$ cat config.mk
export PLATFORM = sky130hd
export DESIGN_NAME = midi_track_channel_rewriter_flat
export DESIGN_NICKNAME = d
export VERILOG_FILES = /design/src/rtl/mtcr_pkg.sv /design/src/rtl/mtcr_if.sv /design/src/rtl/mtcr_parser.sv /design/src/rtl/mtcr_out_fifo.sv /design/src/rtl/midi_track_channel_rewriter.sv /design/src/flat_wrapper.sv
export SDC_FILE = /design/constraint.sdc
export NUM_CORES = 1
export LEC_CHECK = 0
export BUFFER_PORTS_ARGS = -buffer_cell sky130_fd_sc_hd__buf_2
export CORE_MARGIN = 5
export CORE_UTILIZATION = 40
export DETAILED_ROUTE_END_ITERATION = 12
export SLEW_MARGIN = 0
export SYNTH_ARGS = -nofsm -noshare
export SYNTH_HDL_FRONTEND = slang
export SYNTH_SLANG_ARGS = --single-unit
$ cat constraint.sdc
create_clock -name clk -period 4.2 [get_ports clk]
set_input_delay 0.21 -clock clk [delete_from_list [all_inputs] [get_ports clk]]
set_output_delay 0.21 -clock clk [all_outputs]
set_load 0.005 [all_outputs]
$ cat src/rtl/mtcr_pkg.sv
`default_nettype none

package mtcr_pkg;

  localparam int DELTA_BYTES_MAX = 4;
  localparam int LEN_BYTES_MAX   = 4;
  localparam int FIFO_DEPTH      = 8;
  localparam int FIFO_AW         = $clog2(FIFO_DEPTH);
  localparam int COUNT_W         = 3;
  localparam int LEFT_W          = 28;

  // Upper nibbles of the channel voice statuses.
  localparam logic [3:0] ST_NOTE_OFF   = 4'h8;
  localparam logic [3:0] ST_NOTE_ON    = 4'h9;
  localparam logic [3:0] ST_POLY_PRESS = 4'hA;
  localparam logic [3:0] ST_CONTROL    = 4'hB;
  localparam logic [3:0] ST_PROGRAM    = 4'hC;
  localparam logic [3:0] ST_CHAN_PRESS = 4'hD;

  localparam logic [7:0] META_STATUS       = 8'hFF;
  localparam logic [7:0] META_END_OF_TRACK = 8'h2F;

  typedef enum logic [6:0] {
    PH_DELTA     = 7'b0000001,
    PH_STATUS    = 7'b0000010,
    PH_DATA      = 7'b0000100,
    PH_SKIP      = 7'b0001000,
    PH_META_TYPE = 7'b0010000,
    PH_META_LEN  = 7'b0100000,
    PH_META_BODY = 7'b1000000
  } phase_t;

  typedef enum logic [1:0] {
    RC_NORMAL = 2'd0,
    RC_END    = 2'd1,
    RC_ERROR  = 2'd2
  } rc_t;

  typedef struct packed {
    logic [7:0] data;
    rc_t        code;
    logic       last;
  } entry_t;

  // Request from the parser to the result queue for one input transfer.
  typedef struct packed {
    logic   discard;  // drop entries not yet committed
    logic   write;    // append the entry
    logic   commit;   // make every appended entry visible to the reader
    entry_t entry;
  } fifo_req_t;

endpackage

`default_nettype wire

$ cat src/rtl/mtcr_if.sv
`default_nettype none

interface mtcr_in_if;
  logic       valid;
  logic       ready;
  logic [7:0] in_byte;
  logic       start_of_track;

  modport source (output valid, output in_byte, output start_of_track, input ready);
  modport sink   (input valid, input in_byte, input start_of_track, output ready);
endinterface

interface mtcr_out_if;
  logic       valid;
  logic       ready;
  logic [7:0] out_byte;
  logic [1:0] result_code;
  logic       last_in_run;

  modport source (output valid, output out_byte, output result_code, output last_in_run,
                  input ready);
  modport sink   (input valid, input out_byte, input result_code, input last_in_run,
                  output ready);
endinterface

`default_nettype wire

$ cat src/rtl/mtcr_parser.sv
`default_nettype none

module mtcr_parser import mtcr_pkg::*; (
  input  wire logic       clk,
  input  wire logic       rst,
  input  wire logic       cfg_wr_en,
  input  wire logic [3:0] cfg_wr_data,
  input  wire logic       take,
  input  wire logic [7:0] in_byte,
  input  wire logic       start_of_track,
  output fifo_req_t       req
);

  logic [3:0]        target_channel;
  phase_t            phase, phase_next, cur_phase;
  logic [COUNT_W-1:0] delta_count, count_next, cur_count, count_inc;
  logic [LEFT_W-1:0]  bytes_left, left_next, cur_left;
  logic              end_meta_seen, end_next, cur_end;
  logic              halted, halted_next, cur_halted;
  logic [3:0]        hi;

  assign hi = in_byte[7:4];

  always_ff @(posedge clk) begin
    if (rst) begin
      target_channel <= '0;
    end else if (cfg_wr_en) begin
      target_channel <= cfg_wr_data;
    end
  end

  always_comb begin
    cur_phase  = start_of_track ? PH_DELTA : phase;
    cur_count  = start_of_track ? '0 : delta_count;
    cur_left   = start_of_track ? '0 : bytes_left;
    cur_end    = start_of_track ? 1'b0 : end_meta_seen;
    cur_halted = start_of_track ? 1'b0 : halted;
    count_inc  = cur_count + COUNT_W'(1);

    phase_next  = cur_phase;
    count_next  = cur_count;
    left_next   = cur_left;
    end_next    = cur_end;
    halted_next = cur_halted;

    // A restart throws away any delta bytes still held in the queue.
    req.discard    = start_of_track;
    req.write      = 1'b0;
    req.commit     = 1'b0;
    req.entry.data = in_byte;
    req.entry.code = RC_NORMAL;
    req.entry.last = 1'b1;

    if (!cur_halted) begin
      case (cur_phase)
        PH_DELTA: begin
          // Delta bytes go into the queue but stay hidden until the status is known.
          req.write      = 1'b1;
          req.entry.last = 1'b0;
          count_next     = count_inc;
          if (!in_byte[7]) begin
            phase_next = PH_STATUS;
          end else if (count_inc >= COUNT_W'(DELTA_BYTES_MAX)) begin
            req.discard    = 1'b1;
            req.commit     = 1'b1;
            req.entry.code = RC_ERROR;
            req.entry.last = 1'b1;
            halted_next    = 1'b1;
            count_next     = '0;
          end
        end
        PH_STATUS: begin
          count_next = '0;
          if (hi inside {ST_NOTE_OFF, ST_NOTE_ON, ST_POLY_PRESS, ST_CONTROL, ST_CHAN_PRESS}
              || in_byte == META_STATUS) begin
            req.write  = 1'b1;
            req.commit = 1'b1;
            if (in_byte == META_STATUS) begin
              phase_next = PH_META_TYPE;
            end else begin
              req.entry.data = {hi, target_channel};
              left_next      = (hi == ST_CHAN_PRESS) ? LEFT_W'(1) : LEFT_W'(2);
              phase_next     = PH_DATA;
            end
          end else if (hi == ST_PROGRAM) begin
            req.discard = 1'b1;
            phase_next  = PH_SKIP;
          end else begin
            req.discard    = 1'b1;
            req.write      = 1'b1;
            req.commit     = 1'b1;
            req.entry.code = RC_ERROR;
            halted_next    = 1'b1;
          end
        end
        PH_DATA, PH_META_BODY: begin
          req.write  = 1'b1;
          req.commit = 1'b1;
          left_next  = cur_left - LEFT_W'(1);
          if (left_next == '0) begin
            phase_next = PH_DELTA;
          end
        end
        PH_SKIP: begin
          phase_next = PH_DELTA;
        end
        PH_META_TYPE: begin
          req.write  = 1'b1;
          req.commit = 1'b1;
          end_next   = (in_byte == META_END_OF_TRACK);
          left_next  = '0;
          count_next = '0;
          phase_next = PH_META_LEN;
        end
        PH_META_LEN: begin
          req.write  = 1'b1;
          req.commit = 1'b1;
          left_next  = {cur_left[LEFT_W-8:0], in_byte[6:0]};
          count_next = count_inc;
          if (!in_byte[7]) begin
            count_next = '0;
            if (cur_end) begin
              req.entry.code = RC_END;
              halted_next    = 1'b1;
              phase_next     = PH_DELTA;
            end else begin
              phase_next = (left_next == '0) ? PH_DELTA : PH_META_BODY;
            end
          end else if (count_inc >= COUNT_W'(LEN_BYTES_MAX)) begin
            req.entry.code = RC_ERROR;
            halted_next    = 1'b1;
            count_next     = '0;
          end
        end
        default: begin
          phase_next = PH_DELTA;
          count_next = '0;
        end
      endcase
    end
  end

  always_ff @(posedge clk) begin
    if (rst) begin
      phase         <= PH_DELTA;
      delta_count   <= '0;
      bytes_left    <= '0;
      end_meta_seen <= 1'b0;
      halted        <= 1'b0;
    end else if (take) begin
      phase         <= phase_next;
      delta_count   <= count_next;
      bytes_left    <= left_next;
      end_meta_seen <= end_next;
      halted        <= halted_next;
    end
  end

endmodule

`default_nettype wire

$ cat src/rtl/mtcr_out_fifo.sv
`default_nettype none

module mtcr_out_fifo import mtcr_pkg::*; (
  input  wire logic      clk,
  input  wire logic      rst,
  input  wire logic      take,
  input  wire fifo_req_t req,
  output logic           has_room,
  output logic           out_valid,
  input  wire logic      out_ready,
  output entry_t         out_entry
);

  entry_t             mem [FIFO_DEPTH];
  logic [FIFO_AW:0]   wr_ptr, commit_ptr, rd_ptr;
  logic [FIFO_AW:0]   base, wr_ptr_next, commit_next;

  // Entries between commit_ptr and wr_ptr are held back from the reader.
  always_comb begin
    base        = req.discard ? commit_ptr : wr_ptr;
    wr_ptr_next = base + (FIFO_AW+1)'(req.write);
    commit_next = req.commit ? wr_ptr_next : commit_ptr;
  end

  assign has_room  = (wr_ptr - rd_ptr) != (FIFO_AW+1)'(FIFO_DEPTH);
  assign out_valid = rd_ptr != commit_ptr;
  assign out_entry = mem[rd_ptr[FIFO_AW-1:0]];

  always_ff @(posedge clk) begin
    if (take && req.write) begin
      mem[base[FIFO_AW-1:0]] <= req.entry;
    end
  end

  always_ff @(posedge clk) begin
    if (rst) begin
      wr_ptr     <= '0;
      commit_ptr <= '0;
      rd_ptr     <= '0;
    end else begin
      if (take) begin
        wr_ptr     <= wr_ptr_next;
        commit_ptr <= commit_next;
      end
      if (out_valid && out_ready) begin
        rd_ptr <= rd_ptr + (FIFO_AW+1)'(1);
      end
    end
  end

endmodule

`default_nettype wire

$ cat src/rtl/midi_track_channel_rewriter.sv
// Channel  Direction  Payload
// in_ch    sink       in_byte[7:0], start_of_track
// out_ch   source     out_byte[7:0], result_code[1:0], last_in_run
// cfg      write      cfg_wr_data[3:0] (target channel), cfg_wr_en
//
// One input byte is taken every cycle while the eight-entry result queue has a free slot;
// its results are registered in the queue and shown to the reader once committed.
// Held delta bytes sit in the queue uncommitted, so a kept event's results appear together.
// An output stall only backs up the queue; the input stalls once the queue is full.
// Synchronous reset empties the queue and returns the parser to expect a delta time.
`default_nettype none

module midi_track_channel_rewriter import mtcr_pkg::*; (
  input  wire logic       clk,
  input  wire logic       rst,
  input  wire logic       cfg_wr_en,
  input  wire logic [3:0] cfg_wr_data,
  mtcr_in_if.sink         in_ch,
  mtcr_out_if.source      out_ch
);

  fifo_req_t req;
  entry_t    out_entry;
  logic      has_room;
  logic      take;

  assign take        = in_ch.valid && has_room;
  assign in_ch.ready = has_room;

  mtcr_parser u_parser (
    .clk            (clk),
    .rst            (rst),
    .cfg_wr_en      (cfg_wr_en),
    .cfg_wr_data    (cfg_wr_data),
    .take           (take),
    .in_byte        (in_ch.in_byte),
    .start_of_track (in_ch.start_of_track),
    .req            (req)
  );

  mtcr_out_fifo u_fifo (
    .clk       (clk),
    .rst       (rst),
    .take      (take),
    .req       (req),
    .has_room  (has_room),
    .out_valid (out_ch.valid),
    .out_ready (out_ch.ready),
    .out_entry (out_entry)
  );

  assign out_ch.out_byte    = out_entry.data;
  assign out_ch.result_code = out_entry.code;
  assign out_ch.last_in_run = out_entry.last;

endmodule

`default_nettype wire

$ cat src/flat_wrapper.sv
// flat-port wrapper written by rule: the top's interface ports become plain ports
module midi_track_channel_rewriter_flat import mtcr_pkg::*;
  (clk, rst, cfg_wr_en, cfg_wr_data, in_ch_valid, in_ch_in_byte, in_ch_start_of_track, in_ch_ready, out_ch_valid, out_ch_out_byte, out_ch_result_code, out_ch_last_in_run, out_ch_ready);
  mtcr_in_if in_ch_i ();
  mtcr_out_if out_ch_i ();
  input  wire logic clk;
  input  wire logic rst;
  input  wire logic cfg_wr_en;
  input  wire logic [3:0] cfg_wr_data;
  input wire logic [$bits(in_ch_i.valid)-1:0] in_ch_valid;
  input wire logic [$bits(in_ch_i.in_byte)-1:0] in_ch_in_byte;
  input wire logic [$bits(in_ch_i.start_of_track)-1:0] in_ch_start_of_track;
  output wire logic [$bits(in_ch_i.ready)-1:0] in_ch_ready;
  output wire logic [$bits(out_ch_i.valid)-1:0] out_ch_valid;
  output wire logic [$bits(out_ch_i.out_byte)-1:0] out_ch_out_byte;
  output wire logic [$bits(out_ch_i.result_code)-1:0] out_ch_result_code;
  output wire logic [$bits(out_ch_i.last_in_run)-1:0] out_ch_last_in_run;
  input wire logic [$bits(out_ch_i.ready)-1:0] out_ch_ready;
  assign in_ch_i.valid = in_ch_valid;
  assign in_ch_i.in_byte = in_ch_in_byte;
  assign in_ch_i.start_of_track = in_ch_start_of_track;
  assign in_ch_ready = in_ch_i.ready;
  assign out_ch_valid = out_ch_i.valid;
  assign out_ch_out_byte = out_ch_i.out_byte;
  assign out_ch_result_code = out_ch_i.result_code;
  assign out_ch_last_in_run = out_ch_i.last_in_run;
  assign out_ch_i.ready = out_ch_ready;
  midi_track_channel_rewriter u_core (.clk(clk), .rst(rst), .cfg_wr_en(cfg_wr_en), .cfg_wr_data(cfg_wr_data), .in_ch(in_ch_i), .out_ch(out_ch_i));
endmodule
==> metrics.txt, run 1 <==
status=finished, final reports clean; Peak VDD IR=290 uV; Reg-to-Reg End=u_core.u_fifo.wr_ptr[3]; proportion of layout cells with a drive suffix above 1=17.0%; Max-Cap Viols=0; Synth area leaders=edfxtp_1, dfxtp_1, mux4_2, nor2_1, o21ai_0; CP max FO=19; crit path launch=u_core.u_parser.phase[2]; hold buffer count at CTS=0; cell mode on critical path=nor2_1; WP data arrival=around 3.9 ns; DR vias=6165; post-CTS setup buffers=0; slowest stage delay, CP=0.59 ns; Hold Fails Final Rpt=0; XOR/XNOR share of the synthesized area=3.31%; DP Wirelength=13500 um; Power, Total=between 3 and 4 mW; placed inst area=between 0.008 and 0.009 sq mm; Post-synth ARST share=0%; RSZ-0062 raised after global routing=no; Synth Instances=between 700 and 800; row cnt=slightly above 50; initial DRC count=approximately 500; Synth area leader=edfxtp_1; routed wl met3=around 1100 um; fmax=around 280 MHz; Die ar.=roughly 0.023 sq mm; Post-DRT Antenna Nets=0; Detailed Route WL=20300 um; Reg2Reg Depth=14; largest net degree at the start of global routing=37; Crit path required time=4.50 ns; syn_area_per_cell=a little over 10 sq um; chip height=150 um; r2r startpoint=u_core.u_parser.phase[2]; Pre-Repair DR Iteration Count=5; yosys warns=0; Die X-Extent=roughly 150 um; minimum clock period=3.58 ns; routed wl met2=9430 um; most frequent cells after synthesis=edfxtp_1, nor2_1, nand2_1; fin cells=1067; setup tns final=0 ns; Post-Synth Simple-Gate Area=18.0%; Post-Syn Nets=801; Top Family by Delay on Critical Path=simple AND/OR/NAND/NOR gates; CTS Buf Count=17; clock latency on the worst-skew pair=0.43 ns; dpl cells=between 1000 and 1500; crit path kind=reg -> reg; Worst setup EP type=register; routed len/inst=about 19 um; Slowest cell on crit path=or4_1; HP Class=in -> reg; DR vias/cell=~5.8; I/O Pins=31; Max-slew headroom=a little under a quarter; finished layout cell area=0.00889 sq mm; Startpoint Class=register; post-synth cell types=71; Final WS setup=about 0.6 ns; sequential share of the synthesized area=around half; post-CTS sizing=0; Mapped Area=just under 0.008 sq mm; cell with the most instances after synthesis=edfxtp_1; ys flop type=edfxtp_1; Sinks on Clock Net=~150; Final GP Congestion=around 0.85; top layer in use=met4; Yosys reg bits=approximately 150; clk buf depth=2; I/O Buffers=30; core area=a little under 0.02 sq mm; crit path capture=u_core.u_fifo.wr_ptr[3]; Reg clk slew, reported paths=around 0.070 ns; antenna cells=0; Slew Limit Fails=0; number of global-route vias before repair=roughly 6000; clk root buf=clkbuf_16; crit path cell chain=or4_1, or3_1, nor2_1, o2bb2ai_1, a21oi_1, buf_4, mux2i_1, inv_1, ha_1, and3_1, xnor2_1, mux2_2, o22ai_1, nor2_1; worst-case clock skew=0.00749 ns; complex-gate fraction of the synthesized area=15.1%; CTS tree=built; M1 WL=around 9400 um; # setup viols final=0; Post-synth EDFFs=88; hold_ws=approximately 0.051 ns; initial core utilization=between 40 and 50%; crit path buf inv count=2; total grt overflow=0; Final #Nets=roughly 800; H-tree depth=4; fillcell total=around 1900; first-pass GRT wire length=around 33000 um; Worst-Margin Slew=around 1.1 ns; Power Dens Cells=about 380 mW/mm^2; initial antenna violation count=0; Crit. path cell count=14; FF-to-FF setup slack=between 0.6 and 0.7 ns; DRC=0; largest family of logic cells by synthesized area=simple AND/OR/NAND/NOR gates; Area Overhead vs Synth=12.9%; Adder-Cell Fraction of Synth Area=under 10%; Yosys top cell area share=around 34%; DP Worst Slack=0.657 ns; Util after Layout=approximately 46%; fin crit share=a little under nine tenths; GRT Total Usage=a little under a fifth; P_leak=3.08 nW; multiplexer area fraction after synthesis=around a tenth
==> flip-flops by register name, summed over array words and instances, names as in the netlist, named ones only <==
name,count
u_core.u_fifo.rd_ptr,4
u_core.u_parser.halted,1
u_core.u_fifo.commit_ptr,4
u_core.u_fifo.mem,88
u_core.u_parser.phase,7
u_core.u_parser.target_channel,4
u_core.u_parser.bytes_left,28
u_core.u_parser.delta_count,3
u_core.u_parser.end_meta_seen,1
u_core.u_fifo.wr_ptr,4
==> kinds of logic after synthesis <==
kind of cell / count (synthesis)
multiplexers: 46
adder cells (fa/ha/maj): 9
AND/OR/NAND/NOR: 279
flip-flops: 147
XOR/XNOR: 28
AO/OA/AOI/OAI: 187
buffers and inverters: 78
==> worst min path at each step <==
stage | cells after the start | to | start | slack (ns)
floorplan | 0 | u_core.u_fifo.mem[0][10] | in_ch_in_byte[7] | 0.31
global placement | 2 | u_core.u_parser.delta_count[1] | u_core.u_parser.delta_count[1] | 0.47
detailed placement | 2 | u_core.u_parser.delta_count[1] | u_core.u_parser.delta_count[1] | 0.47
CTS | 3 | u_core.u_parser.target_channel[3] | cfg_wr_data[3] | 0.04
global route | 3 | u_core.u_parser.target_channel[3] | cfg_wr_data[3] | 0.04
finish | 3 | u_core.u_parser.target_channel[3] | cfg_wr_data[3] | 0.05
==> where the power goes <==
group	total [mW]	internal (mW)	switching, mW
clock network	1.51	0.846	0.669
logic	0.304	0.118	0.185
registers	1.57	1.55	0.0152
total	3.39	2.52	0.869
==> per-layer routing <==
| layer | track usage, % | vias up |
|---|---|---|
| met2 | 29.2 | 203 |
| met5 | 0 | - |
| met4 | 5.76 | 0 |
| met1 | 25.9 | 2983 |
| met3 | 3.97 | 32 |
| li1 | - | 2947 |
==> cell type report <==
type | count | area [sq um] | share of cell area, %
clock inverters | 14 | 159 | 1.79
clock buffers | 18 | 429 | 4.83
inverters | 17 | 63.8 | 0.718
multi-input cells | 549 | 3730 | 42.0
well taps | 265 | 332 | 3.73
repair buffers | 57 | 353 | 3.97
flip-flops and latches | 147 | 3820 | 43.0
==> worst register-to-register path, stage by stage, from the launching register on <==
cell,delay (ns)
dfxtp_1,0.39
or4_1,0.59
or3_1,0.46
nor2_1,0.24
o2bb2ai_1,0.15
a21oi_1,0.09
buf_4,0.21
mux2i_1,0.23
inv_1,0.07
ha_1,0.22
and3_1,0.22
xnor2_1,0.12
mux2_2,0.25
o22ai_1,0.14
nor2_1,0.05
==> placed cells by master, fill, tap and decap left out, drive strengths merged, types with 5 or more instances in the layout <==
cell	Yosys	routed
a21o	5	5
a21oi	45	45
a22oi	21	21
a31oi	9	9
and3	6	6
buf	14	57
clkbuf	47	18
dfxtp	59	59
edfxtp	88	88
ha	9	9
inv	17	26
mux2	13	13
mux2i	11	11
mux4	22	22
nand2	63	63
nand2b	5	5
nand3	18	18
nand4	10	10
nor2	83	83
nor2b	6	6
nor3	27	27
nor4	18	18
o211ai	7	7
o21a	5	5
o21ai	52	52
or3	11	11
or4	7	7
xnor2	14	14
xor2	13	13
Note: power is estimated with default switching activity, not from simulation.
==> run 2: changes to the inputs <==
--- a/config.mk
+++ b/config.mk
@@ -6,9 +6,12 @@
 export NUM_CORES = 1
 export LEC_CHECK = 0
 export BUFFER_PORTS_ARGS = -buffer_cell sky130_fd_sc_hd__buf_2
+export CELL_PAD_IN_SITES_DETAIL_PLACEMENT = 1
+export CELL_PAD_IN_SITES_GLOBAL_PLACEMENT = 1
 export CORE_MARGIN = 5
 export CORE_UTILIZATION = 40
 export DETAILED_ROUTE_END_ITERATION = 12
+export PLACE_DENSITY_LB_ADDON = 0.1
 export SLEW_MARGIN = 0
 export SYNTH_ARGS = -nofsm -noshare
 export SYNTH_HDL_FRONTEND = slang
==> run 2 against run 1 <==
- first-iteration DRC count fell by 0.60%
- combinational power up 5%
- highest routed layer unchanged
- critical endpoint unchanged
- via count is 3.8% higher
- global-route usage rose by 3.2 points
- largest cell class unchanged
- critical path depth did not move
==> metrics.txt, run 2 (synthesized netlist as in run 1, its figures left out) <==
status=finished, final reports clean; crit path cell chain=or4_1, or3_1, nor2_1, o2bb2ai_1, a21oi_1, buf_4, mux2i_1, inv_1, ha_1, and3_1, xnor2_1, mux2_2, o22ai_1, nor2_1; Reg clk slew, reported paths=0.07 ns (about the same); Final GP Congestion=0.902 (+6.5%); setup tns final=0 ns (unchanged); CTS tree=built; Area Overhead vs Synth=13.1%; I/O Buffers=30 (unchanged); Power, Total=3.41 mW (+0.66%); Final #Nets=815 (-0.12%); Sinks on Clock Net=147 (unchanged); first-pass GRT wire length=37900 um (+16%); DR vias=6400 (+3.8%); commonest non-fill, non-tap cell in the layout=edfxtp_1; fin crit share=87.6% (+2.3 points); clk buf depth=2 (unchanged); WP data arrival=3.97 ns (+0.09 ns); DR vias/cell=6.00 (+3.9%); post-CTS setup buffers=0 (unchanged); Worst setup EP type=register; fillcell total=2189 (+17%); Power Dens Cells=383 mW/mm^2 (+0.55%); placed inst area=0.00830 sq mm (about the same); Sw Ratio=27.3% (+1.7 points); crit path buf inv count=2 (unchanged); Slowest cell on crit path=or4_1; Detailed Route WL=24100 um (+19%); initial core utilization=40.6% (unchanged); finished layout cell area=0.00890 sq mm (+0.11%); initial antenna violation count=0 (unchanged); Gate power share=9.3% (+0.3 points); Die X-Extent=150 um (unchanged); cell mode on critical path=nor2_1; FF-to-FF setup slack=0.52 ns (-0.10 ns); M1 WL=10600 um (+13%); fmax=272 MHz (-2.6%); initial DRC count=499 (-0.60%); top layer in use=met4; routed len/inst=22.6 um (+19%); Pre-Repair DR Iteration Count=4 (-1); Slew Limit Fails=0 (unchanged); Hold Fails Final Rpt=0 (unchanged); routed wl met3=882 um (-21%); routed wl met2=12200 um (+29%); H-tree depth=4 (unchanged); worst-case clock skew=0.0132 ns (+0.00573 ns); HP Class=in -> reg; hold buffer count at CTS=0 (unchanged); minimum clock period=3.68 ns (+0.0964 ns); Final WS setup=0.521 ns (-0.0964 ns); hold_ws=0.0246 ns (-0.0267 ns); chip height=150 um (unchanged); antenna cells=0 (unchanged); net switching power=0.932 mW (+7.2%); largest net degree at the start of global routing=60 (+62%); Worst-Margin Slew=1.15 ns (+0.0109 ns); RSZ-0062 raised after global routing=no; Crit path required time=4.49 ns (about the same); Max-Cap Viols=0 (unchanged); Top Family by Delay on Critical Path=simple AND/OR/NAND/NOR gates; P_leak=3.09 nW (+0.13%); CTS Buf Count=17 (unchanged); row cnt=51 (unchanged); proportion of layout cells with a drive suffix above 1=17.0% (+0.021 points); Peak VDD IR=289 uV (-0.18%); Flop pwr share=46.1% (-0.2 points); Util after Layout=45.9% (+0.052 points); fin cells=1066 (-0.094%); clk root buf=clkbuf_16; core area=0.0194 sq mm (unchanged); P_int=2.48 mW (-1.6%); post-CTS sizing=0 (unchanged); number of global-route vias before repair=6596 (+11%); DP Worst Slack=0.568 ns (-0.0894 ns); max FFs per register=88 (unchanged); Max-slew headroom=23.0% (-0.73 points); DRC=0 (unchanged); I/O Pins=31 (unchanged); dpl cells=1034 (-0.097%); # setup viols final=0 (unchanged); Startpoint Class=register; CP max FO=19 (unchanged); clock network power share=44.6% (about the same); DP Wirelength=16800 um (+24%); total grt overflow=0 (unchanged); crit path kind=reg -> reg; Post-DRT Antenna Nets=0 (unchanged); GRT Total Usage=21.9% (+3.2 points); clock latency on the worst-skew pair=0.43 ns (about the same); slowest stage delay, CP=0.58 ns (about the same); commonest non-fill, non-tap cells in the layout=edfxtp_1, nor2_1, nand2_1; Die ar.=0.0226 sq mm (unchanged)
==> run 2: changes by cell type in the layout (fill, tap and decap cells not counted), sizes merged <==
cell,previous run,this run
inv,26,25
clkbuf,18,17
buf,57,56
clkinv,2,6
clkinvlp,2,1
bufinv,1,0
==> run 2: layout make-up <==
cell class / instances / area, sq um / area share [%]
Inverter: 17 / 63.8 / 0.717
Clock inverter: 15 / 180 / 2.02
Clock buffer: 17 / 425 / 4.78
Sequential cell: 147 / 3820 / 43.0
Tap cell: 265 / 332 / 3.73
Timing Repair Buffer: 56 / 345 / 3.88
Multi-Input combinational cell: 549 / 3730 / 41.9
==> run 2: worst min-delay path, cell delays in order <==
cell     delay [ns]
buf_2          0.08
mux2i_1        0.05
nor2_1         0.07
==> run 2: final timing paths <==
kind,startpoint,to,cells after the start
worst max-delay path,u_core.u_parser.phase[2],u_core.u_fifo.wr_ptr[3],14
worst min-delay path,cfg_wr_data[3],u_core.u_parser.target_channel[3],3
worst max register to register,u_core.u_parser.phase[2],u_core.u_fifo.wr_ptr[3],14
worst min register to register,u_core.u_parser.delta_count[1],u_core.u_parser.delta_count[1],2
==> run 2: layer usage <==
layer / up-vias / track usage, %
li1: 2952 / -
met1: 3265 / 28.0
met2: 155 / 38.5
met3: 28 / 3.16
met4: 0 / 6.22
met5: - / 0
==> run 2: power groups by stage <==
| stage | Combinational (mW) | Clock [mW] | Sequential (mW) |
|---|---|---|---|
| final | 0.318 | 1.52 | 1.57 |
| after global routing | 0.347 | 1.63 | 1.57 |
| after CTS | 0.319 | 1.56 | 1.57 |
| after detailed placement | 0.317 | 0 | 1.60 |
| after global placement | 0.306 | 0 | 1.60 |
| after floorplan | 0.209 | 0 | 1.59 |
==> run 3: changes to the inputs <==
--- a/config.mk
+++ b/config.mk
@@ -12,6 +12,7 @@
 export CORE_UTILIZATION = 40
 export DETAILED_ROUTE_END_ITERATION = 12
 export PLACE_DENSITY_LB_ADDON = 0.1
+export REMOVE_ABC_BUFFERS = 1
 export SLEW_MARGIN = 0
 export SYNTH_ARGS = -nofsm -noshare
 export SYNTH_HDL_FRONTEND = slang
==> run 3 against run 2 <==
- worst hold slack improved by 0.025 ns
- sequential cell count unchanged
- design area about the same
- via count decreased by 1.7%
==> metrics.txt, run 3 (synthesized netlist as in run 1, its figures left out) <==
DP Worst Slack=0.535 ns (-0.0326 ns); Worst setup EP type=register; fin crit share=88.6% (+1.1 points); Max-Cap Viols=0 (unchanged); number of global-route vias before repair=6585 (-0.17%); Hold Fails Final Rpt=0 (unchanged); fillcell total=2203 (+0.64%); hold buffer count at CTS=0 (unchanged); Power Dens Cells=388 mW/mm^2 (+1.4%); Die ar.=0.0226 sq mm (unchanged); Power, Total=3.46 mW (+1.4%); row cnt=51 (unchanged); proportion of layout cells with a drive suffix above 1=17.1% (+0.082 points); Slew Limit Fails=0 (unchanged); Sinks on Clock Net=147 (unchanged); chip height=150 um (unchanged); minimum clock period=3.72 ns (+0.0443 ns); CP max FO=19 (unchanged); post-CTS setup buffers=0 (unchanged); DR vias=6292 (-1.7%); post-CTS sizing=0 (unchanged); I/O Buffers=30 (unchanged); I/O Pins=31 (unchanged); Final WS setup=0.477 ns (-0.0443 ns); CTS Buf Count=17 (unchanged); Final #Nets=817 (+0.25%); setup tns final=0 ns (unchanged); fmax=269 MHz (-1.2%); Top Family by Delay on Critical Path=simple AND/OR/NAND/NOR gates; DP Wirelength=16400 um (-2.2%); clk buf depth=2 (unchanged); Slowest cell on crit path=or4_1; P_leak=3.09 nW (about the same); largest net degree at the start of global routing=60 (unchanged); DR vias/cell=5.89 (-2.0%); Area Overhead vs Synth=13.1% (about the same); commonest non-fill, non-tap cell in the layout=edfxtp_1; commonest non-fill, non-tap cells in the layout=edfxtp_1, nor2_1, nand2_1; Max-slew headroom=23.3% (+0.25 points); max FFs per register=88 (unchanged); clock latency on the worst-skew pair=0.43 ns (about the same); Reg clk slew, reported paths=0.07 ns (about the same); clk root buf=clkbuf_16; Crit path required time=4.47 ns (-0.02 ns); Pre-Repair DR Iteration Count=6 (+2); initial core utilization=40.6% (unchanged); Peak VDD IR=259 uV (-11%); cell mode on critical path=nor2_1; initial DRC count=470 (-5.8%); Startpoint Class=register; Post-DRT Antenna Nets=0 (unchanged); Worst-Margin Slew=1.15 ns (-0.00380 ns); Die X-Extent=150 um (unchanged); first-pass GRT wire length=38300 um (+1.1%); RSZ-0062 raised after global routing=no; initial antenna violation count=1 (+1); slowest stage delay, CP=0.58 ns (about the same); CTS tree=built; worst-case clock skew=0.0149 ns (+0.00172 ns); routed len/inst=22.4 um (-0.78%); DRC=0 (unchanged); Detailed Route WL=23900 um (-0.50%); crit path buf inv count=2 (unchanged); HP Class=in -> reg; H-tree depth=4 (unchanged); status=finished, final reports clean; # setup viols final=0 (unchanged); Final GP Congestion=0.890 (-1.3%); core area=0.0194 sq mm (unchanged); WP data arrival=4.00 ns (+0.03 ns); FF-to-FF setup slack=0.48 ns (-0.04 ns); GRT Total Usage=22.2% (+0.29 points); crit path kind=reg -> reg; total grt overflow=0 (unchanged); crit path cell chain=or4_1, or3_1, nor2_1, o2bb2ai_1, a21oi_1, buf_4, mux2i_1, inv_1, ha_1, and3_1, xnor2_1, mux2_2, o22ai_1, nor2_1
## run 3: through the flow
| step | hold slack, ns | util, % | area, sq um | cells |
|---|---|---|---|---|
| after global placement | 0.455 | 42.8 | 8310 | 1036 |
| final | 0.0498 | 45.9 | 8910 | 1069 |
| after global routing | 0.0580 | 45.9 | 8910 | 1069 |
| after CTS | 0.0389 | 45.9 | 8900 | 1068 |
| after detailed placement | 0.468 | 42.8 | 8310 | 1036 |
| after floorplan | 0.279 | - | 7620 | 713 |
## run 3: final cells by class
| cell class | count | area [sq um] | share of cell area, % |
|---|---|---|---|
| multi-input combinational | 549 | 3730 | 41.9 |
| sequential | 147 | 3820 | 42.9 |
| clock buffer | 18 | 429 | 4.82 |
| tap | 265 | 332 | 3.72 |
| antenna | 1 | 2.50 | 0.0281 |
| inverter | 17 | 63.8 | 0.716 |
| timing repair buffer | 58 | 360 | 4.05 |
| clock inverter | 14 | 164 | 1.84 |
## run 3: per-layer routing
layer	share of wire (%)	wire [um]	track usage (%)
met1	46	11000	29.7
met2	49	11700	37.6
met3	4.1	978	3.88
met4	0.81	194	4.94
met5	0	0	0
## run 3: worst paths after layout
check	startpoint	to	cells past startpoint
setup / recovery	u_core.u_parser.phase[2]	u_core.u_fifo.wr_ptr[3]	14
hold / removal	cfg_wr_data[1]	u_core.u_parser.target_channel[1]	3
setup reg to reg	u_core.u_parser.phase[2]	u_core.u_fifo.wr_ptr[3]	14
hold reg to reg	u_core.u_parser.delta_count[1]	u_core.u_parser.delta_count[1]	2
## run 3: worst register-to-register path, cell delays in order, from the launching register on
cell and delay [ns]:
dfxtp_1 0.40, or4_1 0.58, or3_1 0.47, nor2_1 0.26, o2bb2ai_1 0.16, a21oi_1 0.09
buf_4 0.22, mux2i_1 0.26, inv_1 0.08, ha_1 0.23, and3_1 0.23, xnor2_1 0.13
mux2_2 0.26, o22ai_1 0.14, nor2_1 0.06
## run 3: power breakdown
group / switching (mW) / internal [mW]
logic: 0.200 / 0.120
clock network: 0.672 / 0.895
registers: 0.0168 / 1.55
total: 0.889 / 2.57
